<file path="src/hw/rtl/arx_pkg.sv">
// ----------------------------------------------------------------------------
// arx_pkg
// Shared types and constants of the ARX model step core: sample widths, tap
// counts, register indexes and sequencer states.
// ----------------------------------------------------------------------------
`default_nettype none

package arx_pkg;

  localparam int SAMPLE_W  = 32;
  localparam int COEF_W    = 32;
  localparam int PROD_W    = SAMPLE_W + COEF_W;
  // six products of at most 2^62 each, plus sign and margin
  localparam int ACC_W     = PROD_W + 3;
  localparam int FRAC_SH   = 16;
  localparam int RND_W     = ACC_W - FRAC_SH;
  localparam int SUM_W     = RND_W + 1;

  localparam int B_TAPS    = 3;
  localparam int A_TAPS    = 3;
  localparam int ORDER_W   = 2;
  localparam int STEPS     = B_TAPS + A_TAPS;
  localparam int STEP_W    = $clog2(STEPS);

  localparam int CFG_AW    = 5;
  localparam int REG_IDX_W = 3;

  // configuration register indexes
  typedef enum logic [REG_IDX_W-1:0] {
    REG_B_COEFF_ONE   = 3'd0,
    REG_B_COEFF_TWO   = 3'd1,
    REG_B_COEFF_THREE = 3'd2,
    REG_A_COEFF_ONE   = 3'd3,
    REG_A_COEFF_TWO   = 3'd4,
    REG_A_COEFF_THREE = 3'd5,
    REG_B_ORDER       = 3'd6,
    REG_A_ORDER       = 3'd7
  } reg_idx_t;

  typedef enum logic [2:0] {
    ST_IDLE,
    ST_MAC,
    ST_DRAIN,
    ST_ROUND,
    ST_FIN
  } state_t;

endpackage

`default_nettype wire

</file>
<file path="src/hw/rtl/arx_model_step_core.sv">
// ----------------------------------------------------------------------------
// arx_model_step_core
// ARX difference-equation plant model: y(k) = sum b_i*u(k-i) - sum a_i*y(k-i)
// + d(k), Q16.16, rounded half up and saturated to 32 bits.
// ----------------------------------------------------------------------------
//  channel  | direction | handshake              | payload
//  in_      | slave     | in_tvalid / in_tready  | tdata: u_sample, disturbance
//  out_     | master    | out_tvalid / out_tready| tdata: y_out; tuser: saturated
//  cfg_     | apb slave | psel, penable, pready  | 8 registers at 4*i
//
//  out_tvalid rises once the sequencer has passed MAC, DRAIN, ROUND and FIN: one
//  signed 32x32 multiplier visits the six taps one per cycle, then drain, rounding
//  and saturation steps. in_tready is high only while the sequencer idles.
//  a result that waits in the output register does not block the next accept,
//  only the next result.
//  reset is synchronous, clears histories and coefficients and sets both orders to 3.
// ----------------------------------------------------------------------------
`default_nettype none

module arx_model_step_core (
  input  wire logic                              clk,
  input  wire logic                              rst_n,
  // in_tdata: [31:0] u_sample, [63:32] disturbance
  input  wire logic                              in_tvalid,
  output logic                                   in_tready,
  input  wire logic [2*arx_pkg::SAMPLE_W-1:0]    in_tdata,
  // out_tdata: [31:0] y_out
  output logic                                   out_tvalid,
  input  wire logic                              out_tready,
  output logic [arx_pkg::SAMPLE_W-1:0]           out_tdata,
  // out_tuser: [0] saturated
  output logic [0:0]                             out_tuser,
  input  wire logic                              cfg_psel,
  input  wire logic                              cfg_penable,
  input  wire logic                              cfg_pwrite,
  input  wire logic [arx_pkg::CFG_AW-1:0]        cfg_paddr,
  input  wire logic [31:0]                       cfg_pwdata,
  output logic [31:0]                            cfg_prdata,
  output logic                                   cfg_pready
);

  localparam int SW = arx_pkg::SAMPLE_W;
  localparam logic signed [arx_pkg::SUM_W-1:0] SUM_MAX =
    arx_pkg::SUM_W'({1'b0, {(SW-1){1'b1}}});
  localparam logic signed [arx_pkg::SUM_W-1:0] SUM_MIN = -SUM_MAX - 1;

  arx_pkg::state_t state_r, state_nxt;

  logic signed [arx_pkg::COEF_W-1:0]  b_coef_r [arx_pkg::B_TAPS];
  logic signed [arx_pkg::COEF_W-1:0]  a_coef_r [arx_pkg::A_TAPS];
  logic [arx_pkg::ORDER_W-1:0]        b_order_r, a_order_r;
  logic signed [SW-1:0]               in_hist_r  [arx_pkg::B_TAPS];
  logic signed [SW-1:0]               out_hist_r [arx_pkg::A_TAPS];
  logic                               first_r;

  logic signed [SW-1:0]               u_r, d_r;
  logic [arx_pkg::STEP_W-1:0]         step_r;
  logic signed [arx_pkg::PROD_W-1:0]  prod_r;
  logic                               prod_vld_r, prod_sub_r;
  logic signed [arx_pkg::ACC_W-1:0]   acc_r;
  logic signed [arx_pkg::RND_W-1:0]   rnd_r;

  logic                               out_vld_r, out_sat_r;
  logic signed [SW-1:0]               out_y_r;

  logic                               in_acc, out_acc, cfg_wr;
  arx_pkg::reg_idx_t                  cfg_idx;

  logic signed [SW-1:0]               mul_s;
  logic signed [arx_pkg::COEF_W-1:0]  mul_c;
  logic                               mul_sub;
  logic signed [arx_pkg::PROD_W-1:0]  mul_p;
  logic signed [arx_pkg::ACC_W-1:0]   acc_add;
  logic signed [arx_pkg::ACC_W-1:0]   acc_rnd;
  logic signed [arx_pkg::SUM_W-1:0]   fin_sum;
  logic signed [SW-1:0]               fin_y;
  logic                               fin_sat;
  logic                               fin_load;

  assign in_tready  = (state_r == arx_pkg::ST_IDLE);
  assign in_acc     = in_tvalid && in_tready;
  assign out_acc    = out_vld_r && out_tready;
  assign out_tvalid = out_vld_r;
  assign out_tdata  = out_y_r;
  assign out_tuser  = out_sat_r;
  assign cfg_pready = 1'b1;
  assign cfg_wr     = cfg_psel && cfg_penable && cfg_pwrite && cfg_pready;
  assign cfg_idx    = arx_pkg::reg_idx_t'(cfg_paddr[arx_pkg::CFG_AW-1:2]);
  assign fin_load   = (state_r == arx_pkg::ST_FIN) && (!out_vld_r || out_tready);

  // configuration read-back
  always_comb begin
    unique case (cfg_idx)
      arx_pkg::REG_B_COEFF_ONE:   cfg_prdata = b_coef_r[0];
      arx_pkg::REG_B_COEFF_TWO:   cfg_prdata = b_coef_r[1];
      arx_pkg::REG_B_COEFF_THREE: cfg_prdata = b_coef_r[2];
      arx_pkg::REG_A_COEFF_ONE:   cfg_prdata = a_coef_r[0];
      arx_pkg::REG_A_COEFF_TWO:   cfg_prdata = a_coef_r[1];
      arx_pkg::REG_A_COEFF_THREE: cfg_prdata = a_coef_r[2];
      arx_pkg::REG_B_ORDER:       cfg_prdata = {30'd0, b_order_r};
      arx_pkg::REG_A_ORDER:       cfg_prdata = {30'd0, a_order_r};
      default:                    cfg_prdata = '0;
    endcase
  end

  always_ff @(posedge clk) begin
    if (!rst_n) begin
      for (int i = 0; i < arx_pkg::B_TAPS; i++) b_coef_r[i] <= '0;
      for (int i = 0; i < arx_pkg::A_TAPS; i++) a_coef_r[i] <= '0;
      b_order_r <= arx_pkg::ORDER_W'(3);
      a_order_r <= arx_pkg::ORDER_W'(3);
    end else if (cfg_wr) begin
      unique case (cfg_idx)
        arx_pkg::REG_B_COEFF_ONE:   b_coef_r[0] <= cfg_pwdata;
        arx_pkg::REG_B_COEFF_TWO:   b_coef_r[1] <= cfg_pwdata;
        arx_pkg::REG_B_COEFF_THREE: b_coef_r[2] <= cfg_pwdata;
        arx_pkg::REG_A_COEFF_ONE:   a_coef_r[0] <= cfg_pwdata;
        arx_pkg::REG_A_COEFF_TWO:   a_coef_r[1] <= cfg_pwdata;
        arx_pkg::REG_A_COEFF_THREE: a_coef_r[2] <= cfg_pwdata;
        arx_pkg::REG_B_ORDER:       b_order_r   <= cfg_pwdata[arx_pkg::ORDER_W-1:0];
        arx_pkg::REG_A_ORDER:       a_order_r   <= cfg_pwdata[arx_pkg::ORDER_W-1:0];
        default: ;
      endcase
    end
  end

  // operand select for the shared multiplier: input taps first, then feedback
  always_comb begin
    mul_s   = '0;
    mul_c   = '0;
    mul_sub = 1'b0;
    if (step_r < arx_pkg::STEP_W'(arx_pkg::B_TAPS)) begin
      mul_s = in_hist_r[step_r[1:0]];
      if ({1'b0, step_r} < {1'b0, arx_pkg::STEP_W'(b_order_r)})
        mul_c = b_coef_r[step_r[1:0]];
    end else begin
      mul_s   = out_hist_r[2'(step_r - arx_pkg::STEP_W'(arx_pkg::B_TAPS))];
      mul_sub = 1'b1;
      if (step_r - arx_pkg::STEP_W'(arx_pkg::B_TAPS) < arx_pkg::STEP_W'(a_order_r))
        mul_c = a_coef_r[2'(step_r - arx_pkg::STEP_W'(arx_pkg::B_TAPS))];
    end
  end

  assign mul_p = mul_s * mul_c;

  assign acc_add = prod_sub_r ? acc_r - arx_pkg::ACC_W'(prod_r)
                              : acc_r + arx_pkg::ACC_W'(prod_r);

  // round half up at the Q16.16 point
  assign acc_rnd = acc_r + arx_pkg::ACC_W'(1 << (arx_pkg::FRAC_SH - 1));

  assign fin_sum = arx_pkg::SUM_W'(rnd_r) + arx_pkg::SUM_W'(d_r);

  always_comb begin
    fin_sat = 1'b0;
    fin_y   = fin_sum[SW-1:0];
    if (first_r) begin
      fin_y = '0;
    end else if (fin_sum > SUM_MAX) begin
      fin_y   = {1'b0, {(SW-1){1'b1}}};
      fin_sat = 1'b1;
    end else if (fin_sum < SUM_MIN) begin
      fin_y   = {1'b1, {(SW-1){1'b0}}};
      fin_sat = 1'b1;
    end
  end

  always_comb begin
    state_nxt = state_r;
    unique case (state_r)
      arx_pkg::ST_IDLE:  if (in_acc) state_nxt = arx_pkg::ST_MAC;
      arx_pkg::ST_MAC:
        if (step_r == arx_pkg::STEP_W'(arx_pkg::STEPS - 1)) state_nxt = arx_pkg::ST_DRAIN;
      arx_pkg::ST_DRAIN: state_nxt = arx_pkg::ST_ROUND;
      arx_pkg::ST_ROUND: state_nxt = arx_pkg::ST_FIN;
      arx_pkg::ST_FIN:   if (fin_load) state_nxt = arx_pkg::ST_IDLE;
      default:           state_nxt = arx_pkg::ST_IDLE;
    endcase
  end

  always_ff @(posedge clk) begin
    if (!rst_n) state_r <= arx_pkg::ST_IDLE;
    else        state_r <= state_nxt;
  end

  // datapath
  always_ff @(posedge clk) begin
    if (!rst_n) begin
      prod_vld_r <= 1'b0;
      step_r     <= '0;
    end else begin
      unique case (state_r)
        arx_pkg::ST_IDLE: begin
          prod_vld_r <= 1'b0;
          step_r     <= '0;
        end
        arx_pkg::ST_MAC: begin
          prod_vld_r <= 1'b1;
          step_r     <= step_r + 1'b1;
        end
        default: prod_vld_r <= 1'b0;
      endcase
    end
  end

  always_ff @(posedge clk) begin
    if (in_acc) begin
      u_r   <= in_tdata[SW-1:0];
      d_r   <= in_tdata[2*SW-1:SW];
      acc_r <= '0;
    end else if (prod_vld_r) begin
      acc_r <= acc_add;
    end
    if (state_r == arx_pkg::ST_MAC) begin
      prod_r     <= mul_p;
      prod_sub_r <= mul_sub;
    end
    if (state_r == arx_pkg::ST_ROUND) rnd_r <= acc_rnd[arx_pkg::ACC_W-1:arx_pkg::FRAC_SH];
  end

  // histories shift when the result is committed
  always_ff @(posedge clk) begin
    if (!rst_n) begin
      for (int i = 0; i < arx_pkg::B_TAPS; i++) in_hist_r[i]  <= '0;
      for (int i = 0; i < arx_pkg::A_TAPS; i++) out_hist_r[i] <= '0;
      first_r <= 1'b1;
    end else if (fin_load) begin
      for (int i = arx_pkg::B_TAPS - 1; i > 0; i--) in_hist_r[i]  <= in_hist_r[i-1];
      for (int i = arx_pkg::A_TAPS - 1; i > 0; i--) out_hist_r[i] <= out_hist_r[i-1];
      in_hist_r[0]  <= u_r;
      out_hist_r[0] <= fin_y;
      first_r       <= 1'b0;
    end
  end

  always_ff @(posedge clk) begin
    if (!rst_n) begin
      out_vld_r <= 1'b0;
    end else if (fin_load) begin
      out_vld_r <= 1'b1;
    end else if (out_acc) begin
      out_vld_r <= 1'b0;
    end
    if (fin_load) begin
      out_y_r   <= fin_y;
      out_sat_r <= fin_sat;
    end
  end

endmodule

`default_nettype wire

</file>
<file path="config.mk">
export PLATFORM = sky130hd
export DESIGN_NAME = arx_model_step_core
export DESIGN_NICKNAME = d
export VERILOG_FILES = /design/src/hw/rtl/arx_pkg.sv /design/src/hw/rtl/arx_model_step_core.sv
export SDC_FILE = /design/constraint.sdc
export NUM_CORES = 2
export LEC_CHECK = 0
export ABC_AREA = 1
export BUFFER_PORTS_ARGS = -buffer_cell sky130_fd_sc_hd__buf_2
export CAP_MARGIN = 20
export CORE_MARGIN = 3
export CORE_UTILIZATION = 50
export CTS_CLUSTER_DIAMETER = 50
export DETAILED_ROUTE_END_ITERATION = 10
export PLACE_DENSITY = 0.66
export REMOVE_ABC_BUFFERS = 1
export SLEW_MARGIN = 20
export SYNTH_ARGS = -nofsm -noshare
export SYNTH_HDL_FRONTEND = slang
export SYNTH_SLANG_ARGS = --single-unit
export TNS_END_PERCENT = 20
</file>
<file path="constraint.sdc">
create_clock -name clk -period 35.2 [get_ports clk]
set_input_delay 3.52 -clock clk [delete_from_list [all_inputs] [get_ports clk]]
set_output_delay 3.52 -clock clk [all_outputs]
set_load 0.005 [all_outputs]
</file>
==> Word level (Yosys, flattened, before mapping) <==
Memories as Yosys holds them, arrays and structs flattened. A register that Yosys moved wholly into a read port is not among the register bits.
Index checks and enable logic that the tools add are counted.
Widths: inputs -> output; s select.
{ "totals": {"reg_bits": 293, "ram_bits": 384, "input_bits": 108, "out_inout_bits": 68, "wordCells": 136, "memories": 4} }
{ "classes": {"n_addsub": 6, "n_mul": 1, "n_lt_le_gt_ge": 5, "n_eq_ne": 15, "mux": 64, "n_bitwise": 12, "reduce_logical": 14} }
{ "mem_list": {"columns": ["name", "words", "word_bits", "rd", "rd_ports_with_merged_regs", "write_ports", "line_no", "text"], "rows": [
  ["a_coef_r", 3, 32, 4, 0, 3, "arx_model_step_core.sv:50", "logic signed [arx_pkg::COEF_W-1:0] a_coef_r [arx_pkg::A_TAPS];"],
  ["b_coef_r", 3, 32, 4, 1, 3, "arx_model_step_core.sv:49", "logic signed [arx_pkg::COEF_W-1:0] b_coef_r [arx_pkg::B_TAPS];"],
  ["in_hist_r", 3, 32, 3, 1, 3, "arx_model_step_core.sv:52", "logic signed [SW-1:0] in_hist_r [arx_pkg::B_TAPS];"],
  ["out_hist_r", 3, 32, 3, 0, 3, "arx_model_step_core.sv:53", "logic signed [SW-1:0] out_hist_r [arx_pkg::A_TAPS];"]
]} }
{ "ops": {"columns": ["cell", "count"], "rows": [
  ["$mux 32", 19],
  ["$pmux 32 s8", 1],
  ["$add 67x17->67 const B", 1],
  ["$add 67x64->67", 1],
  ["$mux 67", 1],
  ["$sub 67x64->67", 1],
  ["$mul 32x32->64", 1],
  ["$add 51x32->52", 1],
  ["$gt 52x32->1 const B", 1],
  ["$lt 52x32->1 const B", 1],
  ["$mux 1", 34],
  ["$eq 3x3->1 const B", 6],
  ["$pmux 3 s5", 1],
  ["$eq 3x2->1 const B", 4],
  ["$or 1x1->1", 12],
  ["$mux 3", 3],
  ["$mux 2", 4],
  ["$eq 3x1->1 const B", 2],
  ["$logic_not 3->1", 2],
  ["$lt 3x2->1", 2],
  ["$pmux 3 s2", 1],
  ["$logic_and 1x1->1", 5],
  ["$ne 2x2->1 const B", 2],
  ["$reduce_and 2->1", 2],
  ["other kinds (8)", 9]
]} }

==> Longest topological paths before layout <==
{ "logic_depth": {"depth_word": 7, "mapped_depth": 48, "mapped_depth_nobuf": 41} }

==> Worst setup path after synthesis <==
No wires, ideal clock.
{ "synth_timing": {"path_kind": "input to register", "start": "in out_tready", "end": "mem in_hist_r[0][0] in the netlist's numbering (enable)", "setup_ns": 1.009, "arrival_ns": 16.967, "required_time_ns": 34.191, "setup_slack_ns": 17.223, "cell_stages": 2, "n_path_buf": 0, "path_cell_list": "nor2_1 o21ai_0"} }
{ "synth_rtl": {"columns": ["item", "line_no", "text"], "rows": [
  ["start, declared", "arx_model_step_core.sv:29", "input wire logic out_tready,"],
  ["end, declared", "arx_model_step_core.sv:52", null]
]} }

==> Final worst setup path <==
{ "layout_timing": {"start": "reg step_r[1] in the netlist's numbering", "end": "reg prod_r[57] in the netlist's numbering, data pin"} }
{ "layout_via": {"elab_chain_cells": 5, "elab_cells_between_ends": 11, "cone_classes": "add/sub: 1; mul: 1; order compare: 3; mux: 4; memory: 2"} }
{ "layout_rtl": {"columns": ["item", "line_no", "text"], "rows": [
  ["start, declared", "arx_model_step_core.sv:57", "logic [arx_pkg::STEP_W-1:0] step_r;"],
  ["start signal, assigned", "arx_model_step_core.sv:199", "step_r <= step_r + 1'b1;"],
  ["$sub 3x2->3", "arx_model_step_core.sv:137, arx_model_step_core.sv:140", null],
  ["$lt 3x2->1 / $mem_v2 3x32 (equally long branches)", null, null],
  ["$mux 32", "arx_model_step_core.sv:139", "if (step_r - arx_pkg::STEP_W'(arx_pkg::B_TAPS) < arx_pkg::STEP_W'(a_order_r))"],
  ["$mux 32", "arx_model_step_core.sv:132", "if (step_r < arx_pkg::STEP_W'(arx_pkg::B_TAPS)) begin"],
  ["$mul 32x32->64 *", "arx_model_step_core.sv:144", "assign mul_p = mul_s * mul_c;"],
  ["net mul_p (one bit)", "arx_model_step_core.sv:72", "logic signed [arx_pkg::PROD_W-1:0] mul_p;"],
  ["end signal, assigned", "arx_model_step_core.sv:215", "prod_r <= mul_p;"],
  ["end, declared", "arx_model_step_core.sv:58", "logic signed [arx_pkg::PROD_W-1:0] prod_r;"]
]} }
The timed path passes the listed nets; every way through them passes the cells marked *.
A chain may end at the register's enable or synchronous reset.

==> qor_table.md <==
| Result | Reported |
|---|---|
| Largest buffer count on any clock path | 3 |
| Synthesized netlist cell count | 8937 |
| Max-cap violations | 0 |
| CTS tree | yes |
| Worst-case clock skew | 82.9 ps |
| Port-buffer cells | 172 |
| NumNets Final | 10.5k |
| Total routed wire length on the met1 layer | 96.9 mm |
| Kind of end point of the critical path | register |
| Post-CTS Setup Inserts | 0 |
| EDFF count, synth | 597 |
| Source-to-sink clock delay at the later pin of the worst-skew pair | 690 ps |
| Worst Path Max Fanout | 32 |
| Number of design-rule violations left by the first detailed-router iteration | 5412 |
| Share of final-layout standard cells stronger than drive strength 1 | 5.99% |
| Most common library cell in the layout ignoring fill and taps | inv_1 |
| Reg-to-reg slack, setup | 23240 ps |
| Cells on Worst Hold Path | 2 |
| Number of global-route vias before repair | 62.3k |
| Vertical extent of the die | 394 um |
| Mean number of vias per cell | 5.56 |
| Library cell used as clock root buffer | clkbuf_16 |
| Final setup violation count | 0 |
| DRT antenna net count | 0 |
| Initial antenna violation count | 3 |
| Maximum number of pins on one net before global-route repair | 180 |
| Count of filler cells inserted in the layout | 13.8k |
| Share of flip-flops with an asynchronous set or reset after synthesis | 0% |
| Hold Buf Count CTS | 0 |
| Total Negative Setup Slacks | 0 ps |
| Final hold viol count | 0 |
| Time the worst path needs with I/O delays and setup | 11960 ps |
| Clock-pin slew on the worst setup and hold paths | 70 ps |
| Clock sink count | 679 |
| Proportion of netlist area held by the largest area contributor | 28.8% |
| Count of pins on the block boundary | 176 |
| Critical setup path kind | register to register |
| Fin crit share | 34.0% |
| Vias | 61.7k |
| Maximum cell stage delay along the critical path | 870 ps |
| Class of the tightest hold or removal check | register to register |
| Avg Inst Size Synth | 8.43 um^2 |
| Detailed-route wire length per cell | 21.9 um |
| Routed met2 length | 110 mm |
| Max-slew violation total from the final report | 0 |
| Final weighted congestion in routability-driven placement | 0.992 |
| Unrepaired setup endpoints after global routing | no |
| Element type at the critical path start | register |
| Required time at the worst-slack endpoint | 35600 ps |
| Grt ovf | 0 |
| Most area-consuming cells after synthesis | fa_1 29%, edfxtp_1 24%, inv_1 9.7%, nand2_1 7.8%, nor2_1 6.4% |
| Register bit total from synthesis | 679 |
| Arrival time of data at the critical path endpoint | 12360 ps |
| HPWL after detailed placement | 188 mm |
| DR DRC count | 0 |
| P&R area growth vs syn | 8.24% |
| Post-cts repair resize count | 0 |
| Status | finished clean |
| Cell type contributing the most total cell area after synthesis | fa_1 |
| YS warnings | 0 |
| Number of CTS-inserted buffers | 86 |
| Netlist Area Pre-Place | 0.0753 mm^2 |
| Placeable core area | 0.149 mm^2 |
| Max-Slew Margin vs Limit | 24.4% |
| Ys flop type | edfxtp_1 |
| Most frequent cells in the layout | 1935 x inv_1, 1570 x nand2_1, 1279 x nor2_1, 1084 x fa_1, 597 x edfxtp_1 |
| Horizontal die dimension | 394 um |
| Cell type with the highest occurrence count on the critical path | fa_1 |
| Fraction of the yosys area taken by sequential cells | 26.0% |
| Htree depth | 3 |
| Global-route wire length before repair | 370 mm |
| Drt first pass iters | 6 |
| Worst slew pin tran | 1130 ps |
| Top routing layer in use | met4 |
| Floorplan row count | 141 |
| Die Area | 0.155 mm^2 |
| Maximum operating frequency | 83.6 MHz |
| Unique cell type count in the Yosys netlist | 66 |
| Routed wire length | 242 mm |
| Slowest stage cell on the critical path | fa_1 |
| DR WL met3 | 22.9 mm |
| Starting Density | 50.7% |
| All-Layer GR Usage | 31.2% |
| Depth of the worst register-to-register path | 33 |
-- state kept, by name (all words and copies together) (netlist names), 32 cells and up, named ones only --
name and count:
in_hist_r 96, a_coef_r 96, b_coef_r 96, d_r 32
u_r 32, prod_r 64, out_hist_r 96, rnd_r 51
acc_r 67, out_tdata 32
-- through the flow --
stage / hold WS (ps) / util [%] / setup slack (ps) / instances / instance area [um^2]
floorplan: 466 / - / 17220 / 8635 / 74100
detailed placement: 507 / 52.9 / 23310 / 10900 / 78600
CTS: 521 / 54.8 / 23260 / 11100 / 81500
finish: 525 / 54.8 / 23240 / 11100 / 81500
global placement: 502 / 52.9 / 23500 / 10900 / 78600
global route: 534 / 54.8 / 22680 / 11100 / 81500
-- cells by family after synthesis --
group | synth area share [%]
simple gates | 17.6
buf+inv | 11.4
fa+ha+maj | 33.9
compound gates | 8.27
flops | 26.0
xor+xnor | 2.88
other cells | 0.00498
-- synthesized netlist by cell type (82+ instances only) --
cell and count:
clkbuf_1 242, inv_1 1938, a21oi_1 332, o211ai_1 106, edfxtp_1 597, ha_1 307
nand3_1 186, nand2_1 1574, fa_1 1084, xnor2_1 82, dfxtp_1 82, xor2_1 166
nor2_1 1284, o21ai_0 378
-- worst max-delay path: cells and delay by family (launching register included) --
kind | cells | cell delay, ps
buffers and inverters | 11 | 3040
adder cells (fa/ha/maj) | 11 | 5690
AO/OA/AOI/OAI | 2 | 770
XOR/XNOR | 1 | 170
AND/OR/NAND/NOR | 8 | 1440
flip-flops | 1 | 470
-- final timing paths --
path / from / end
setup / recovery: step_r[1] / prod_r[57]
hold / removal: a_order_r[0] / a_order_r[0]
setup reg to reg: step_r[1] / prod_r[57]
hold reg to reg: a_order_r[0] / a_order_r[0]
-- layer usage --
| metal | GRT usage, % | up-vias |
|---|---|---|
| li1 | - | 27800 |
| met1 | 42.2 | 30400 |
| met2 | 49.6 | 2893 |
| met3 | 5.73 | 610 |
| met4 | 13.4 | 0 |
| met5 | 0 | - |
-- area by class of cell --
| cell class | instances | area [um^2] | share of cell area [%] |
|---|---|---|---|
| Clock inverter | 62 | 738 | 0.905 |
| Clock buffer | 95 | 2210 | 2.70 |
| Timing Repair Buffer | 296 | 1800 | 2.21 |
| Sequential cell | 679 | 19600 | 24.0 |
| Multi-Input combinational cell | 5990 | 47300 | 58.0 |
| Inverter | 1966 | 7380 | 9.05 |
| Antenna cell | 1 | 2.50 | 0.00307 |
| Tap cell | 2002 | 2500 | 3.07 |
Power is not shown: default switching activity piles up to over one toggle a cycle in this logic, so the estimate is an artifact.
